### config.mk
export PLATFORM = sky130hd
export DESIGN_NAME = mjs_cfg
export DESIGN_NICKNAME = d
export VERILOG_FILES = /design/src/hw/rtl/mjs_pkg.sv /design/src/hw/rtl/mjs_cfg.sv
export SDC_FILE = /design/constraint.sdc
export NUM_CORES = 1
export LEC_CHECK = 0
export BUFFER_PORTS_ARGS = -buffer_cell sky130_fd_sc_hd__buf_2
export CORE_UTILIZATION = 33
export DETAILED_ROUTE_END_ITERATION = 8
export GPL_ROUTABILITY_DRIVEN = 0
export HOLD_SLACK_MARGIN = 0.08
export PLACE_DENSITY = 0.89
export SLEW_MARGIN = 20
export SYNTH_ARGS = -nofsm -noshare
export SYNTH_HDL_FRONTEND = slang
export SYNTH_SLANG_ARGS = --single-unit
export TNS_END_PERCENT = 1
### constraint.sdc
create_clock -name clock -period 1 [get_ports clock]
set_clock_uncertainty 0.05 [all_clocks]
set_input_delay 0 -clock clock [delete_from_list [all_inputs] [get_ports clock]]
set_output_delay 0 -clock clock [all_outputs]
set_load 0.05 [all_outputs]
### src/hw/rtl/mjs_pkg.sv
// Shared types, constants and ordering functions of the multi-core job scheduler.
// Used by mjs_cfg and multicore_job_scheduler_top; depends on nothing else.
package mjs_pkg;

   localparam int MAX_CORES   = 8;
   localparam int CORE_W      = $clog2(MAX_CORES);
   localparam int CORE_CNT_W  = $clog2(MAX_CORES + 1);
   localparam int QUEUE_DEPTH = 64;
   localparam int QADDR_W     = $clog2(QUEUE_DEPTH);
   localparam int QCNT_W      = $clog2(QUEUE_DEPTH + 1);

   localparam int OP_W       = 2;
   localparam int JOB_W      = 16;
   localparam int TIME_W     = 32;
   localparam int PRIO_W     = 8;
   localparam int CIDX_W     = 3;
   localparam int SCHEME_W   = 3;
   localparam int ACT_W      = 4;
   localparam int CSR_ADDR_W = 3;
   localparam int CSR_DATA_W = 32;

   localparam logic [OP_W-1:0] OP_NEW    = 2'd0;
   localparam logic [OP_W-1:0] OP_FINISH = 2'd1;
   localparam logic [OP_W-1:0] OP_EXPIRE = 2'd2;

   localparam logic [SCHEME_W-1:0] SCH_FCFS = 3'd0;
   localparam logic [SCHEME_W-1:0] SCH_SJF  = 3'd1;
   localparam logic [SCHEME_W-1:0] SCH_PSJF = 3'd2;
   localparam logic [SCHEME_W-1:0] SCH_PRI  = 3'd3;
   localparam logic [SCHEME_W-1:0] SCH_PPRI = 3'd4;
   localparam logic [SCHEME_W-1:0] SCH_RR   = 3'd5;

   localparam logic REG_SCHEME = 1'b0;
   localparam logic REG_ACTIVE = 1'b1;

   typedef struct packed {
      logic [JOB_W-1:0]  job;
      logic [TIME_W-1:0] arrival;
      logic [TIME_W-1:0] total;
      logic [TIME_W-1:0] left;
      logic [PRIO_W-1:0] prio;
   } entry_type;

   typedef struct packed {
      entry_type         ent;
      logic [TIME_W-1:0] seg;
   } core_rec_type;

   typedef struct packed {
      logic [SCHEME_W-1:0]   scheme;
      logic [CORE_CNT_W-1:0] n_cores;
   } cfg_type;

   function automatic logic [TIME_W-1:0] key_of(input logic [SCHEME_W-1:0] scheme,
                                                input entry_type e);
      logic [TIME_W-1:0] k;
      case (scheme)
         SCH_FCFS: k = e.arrival;
         SCH_SJF:  k = e.total;
         SCH_PSJF: k = e.left;
         SCH_PRI, SCH_PPRI: k = TIME_W'(e.prio);
         default:  k = '0;
      endcase
      return k;
   endfunction

   function automatic logic sorts_before(input logic [SCHEME_W-1:0] scheme,
                                         input entry_type a, input entry_type b);
      logic [TIME_W-1:0] ka;
      logic [TIME_W-1:0] kb;
      logic              r;
      ka = key_of(scheme, a);
      kb = key_of(scheme, b);
      if (ka != kb) begin
         r = ka < kb;
      end else if (scheme inside {SCH_SJF, SCH_PSJF, SCH_PRI, SCH_PPRI}) begin
         r = a.arrival < b.arrival;
      end else begin
         r = 1'b0;
      end
      return r;
   endfunction

endpackage

### src/hw/rtl/mjs_cfg.sv
// Configuration registers of the job scheduler behind an APB-style port.
// Depends on mjs_pkg; hands the scheme and the clamped core count to the top level.
module mjs_cfg import mjs_pkg::*; (
   input  logic                  clock,
   input  logic                  reset,
   input  logic                  csr_psel,
   input  logic                  csr_penable,
   input  logic                  csr_pwrite,
   input  logic [CSR_ADDR_W-1:0] csr_paddr,
   input  logic [CSR_DATA_W-1:0] csr_pwdata,
   output logic [CSR_DATA_W-1:0] csr_prdata,
   output logic                  csr_pready,
   output cfg_type               cfg
);

   logic [SCHEME_W-1:0] scheme_ff, scheme_in;
   logic [ACT_W-1:0]    active_ff, active_in;
   logic                wr;
   logic                idx;

   assign csr_pready = 1'b1;
   assign wr  = csr_psel && csr_penable && csr_pwrite && csr_pready;
   assign idx = csr_paddr[2];

   always_comb begin
      scheme_in = scheme_ff;
      active_in = active_ff;
      if (wr) begin
         case (idx)
            REG_SCHEME: scheme_in = csr_pwdata[SCHEME_W-1:0];
            REG_ACTIVE: active_in = csr_pwdata[ACT_W-1:0];
            default:    scheme_in = scheme_ff;
         endcase
      end
   end

   always_comb begin
      case (idx)
         REG_SCHEME: csr_prdata = CSR_DATA_W'(scheme_ff);
         REG_ACTIVE: csr_prdata = CSR_DATA_W'(active_ff);
         default:    csr_prdata = '0;
      endcase
   end

   always_comb begin
      cfg.scheme = scheme_ff;
      if (active_ff == '0) begin
         cfg.n_cores = CORE_CNT_W'(1);
      end else if (int'(active_ff) > MAX_CORES) begin
         cfg.n_cores = CORE_CNT_W'(MAX_CORES);
      end else begin
         cfg.n_cores = CORE_CNT_W'(active_ff);
      end
   end

   always_ff @(posedge clock) begin
      if (reset) begin
         scheme_ff <= SCH_FCFS;
         active_ff <= ACT_W'(1);
      end else begin
         scheme_ff <= scheme_in;
         active_ff <= active_in;
      end
   end

endmodule
==> impl_metrics.json <==
{
  "layout.core_utilization_pct": 42.32,
  "post_route_fraction_of_the_period_consumed_by_the_critical_path_pct": 109.0,
  "floorplan.die_area_um2": 2022,
  "final_cell_mix": "conb_1 (29), buf_2 (13), nand2b_1 (10)",
  "grt_pass1_wl_um": 1476,
  "design.portCount": 80,
  "average_cell_area_after_synthesis_um2": 8.705,
  "detail_route.wirelength_um": 1031,
  "drt_first_iter_violations": 4,
  "dpl-instance-area_um2": 608.1,
  "min_cycle_time_layout_ns": 1.090,
  "globalRouteTotalUtil_pct": 10.64,
  "die-width_um": 44.97,
  "core.rowCount": 15,
  "worstPathRequired_ns": 0.95,
  "detail_route.vias_per_cell": 3.639,
  "ctsLongestPathBuffers": 2,
  "worst-r2r-cell-count": 2,
  "post-route-drc-count": 0,
  "worstPathMaxFanout": 4,
  "maximum_achievable_frequency_mhz": 917.6,
  "ant_nets": 0,
  "place_inst": 110,
  "finalSetupViolations": 4,
  "use_met2_pct": 18.55,
  "clock_insertion_delay_worst_skew_ns": 0.24,
  "initial_core_util_pct": 35.29,
  "ys_types": 14,
  "core_area_um2": 1727,
  "ys_seq_area_share_pct": 23.00,
  "clkSlewWorstSetupHoldPaths_ns": 0.05,
  "drtPass1Iterations": 2,
  "slew_violations": 0,
  "globalRouteOverflowTotal": 0,
  "hold_start": "csr_pwrite",
  "critPathSlowestCell": "dfxtp_2",
  "worstPathCellList": "o21ba_2 -> nor2_2 -> buf_6",
  "tritoncts": "built",
  "mostFrequentLayoutCell": "conb_1",
  "static-leakage-power_nw": 0.3808,
  "timing.critical_path.arrival_ns": 1.04,
  "timing.max_cap.violations": 0,
  "grt_setup_unrepaired": "yes",
  "overall_power_mw": 0.9140,
  "grt_pass1_vias": 340,
  "crit_type": "flip-flop to output pin",
  "design.final.nets": 135,
  "post_cts_repair_timing_setup_buffer_count": 0,
  "tritoncts_num_sinks": 7,
  "worst_setup_path_start_kind": "flip-flop",
  "hold_path.class": "primary input to flip-flop",
  "numCtsBuffers": 3,
  "global_routing_met1_resource_utilization_pct": 11.03,
  "groute.layer.met3.usage_pct": 5.200,
  "die_y_um": 44.97,
  "critical_path_depth": 3,
  "layout-drive-gt1-share_pct": 34.04,
  "finalHoldViolCount": 0,
  "cts_root_buffer": "clkbuf_4",
  "io_buffer_count": 20,
  "fin_ws_ns": -0.08986,
  "area_growth_pct": 19.92,
  "critPathMaxStageDelay_ns": 0.33,
  "vias": 433,
  "detailed_place_hpwl_um": 792.1,
  "htree_levels": 1,
  "finished_cell_area_um2": 730.7,
  "worst_ir_drop_vdd_uv": 892.6,
  "status": "finished, violations left",
  "timing.critical_path.from": "active_ff[2]$_SDFFE_PP0P_",
  "failed_checks": "negative setup slack",
  "detail_route.wl_per_cell_um": 8.664,
  "holdPathStages": 3,
  "worst-path-buf-inv": 1,
  "synth.cell_area_um2": 609.3,
  "final_cell_count_no_fill": 119,
  "antenna_cells": 0,
  "antenna_violations_before_repair": 0,
  "tns_ns": -0.2233,
  "synth_seq_cells": 7,
  "timing.critical_path.to_type": "output pin",
  "grt_busiest_layer": "met2",
  "synth_cells": 70,
  "r2r_start": "scheme_ff[0]$_SDFFE_PP0P_",
  "p_per_area_nw_per_um2": 1251,
  "grt_start_max_net_pins": 13,
  "timing.critical_path.max_delay_family": "flip-flops",
  "yosys_warnings": 0
}
[per-stage QoR]
step | hold WS (ns) | worst slack [ns]
floorplan | 0.1022 | -0.1082
global placement | 0.2209 | 0.08822
detailed placement | 0.2328 | 0.08546
CTS | 0.1696 | -0.1016
global route | 0.1772 | -0.1208
finish | 0.1641 | -0.08986
[worst paths after layout]
check	to	slack (ns)
worst min-delay path	scheme_ff[2]$_SDFFE_PP0P_	0.16
worst max-delay path	cfg[0]	-0.09
worst max register to register	scheme_ff[0]$_SDFFE_PP0P_	0.33
worst min register to register	scheme_ff[2]$_SDFFE_PP0P_	0.44
[cell usage after synthesis]
master	instances	share of area [%]
o21ba_2	1	1.6
nand4b_1	1	1.4
mux2i_1	7	11
buf_6	1	1.8
nor2_1	3	1.8
conb_1	2	1.2
buf_4	29	36
dfxtp_1	7	23
mux2_2	3	5.5
and4_1	1	1.4
nand2b_1	10	10
clkbuf_1	2	1.2
nor2b_1	2	2.1
and2_2	1	1.2
[state kept, by name, summed over array words and instances (netlist names)]
| name | count |
|---|---|
| scheme_ff | 3 |
| active_ff | 4 |
[power breakdown]
part,internal (mW),leakage [nW],switching (mW)
clock,0.152,0.0150,0.0963
combinational,0.0643,0.307,0.312
sequential,0.284,0.0585,0.00544
[area by class of cell]
type                            count  area, um^2
Fill cell                         178       996.0
Multi-Input combinational cell     58       336.6
Tap cell                           25       31.28
Sequential cell                     7       146.4
Timing Repair Buffer               25       190.2
Clock buffer                        4       26.28
[worst reg2reg max path, cell delays in order, from the launching register on]
cell      delay, ns
dfxtp_1        0.35
nand2b_1       0.06
mux2i_1        0.13
[layer usage]
metal	part of all wire, %	wire length, um
met5	0	0
met4	0	0
met3	8.8	91
met2	53	547
met1	38	392
[cells by family after synthesis]
logic type      after synthesis  synth area share, %
compound gates                1                1.643
buf+inv                      32                38.81
flops                         7                23.00
mux                          10                17.04
other cells                   2                1.232
simple gates                 18                18.28
[timing repair]
| item | 4_1_cts | 5_1_grt |
|---|---|---|
| pin swaps | 0 | 0 |
| hold endpoints to repair | 7 | 0 |
| setup endpoints to repair | 8 | 7 |
| resized for setup | 15 | 2 |
| hold buffers | 5 | 0 |
(Power assumes the default switching activity.)
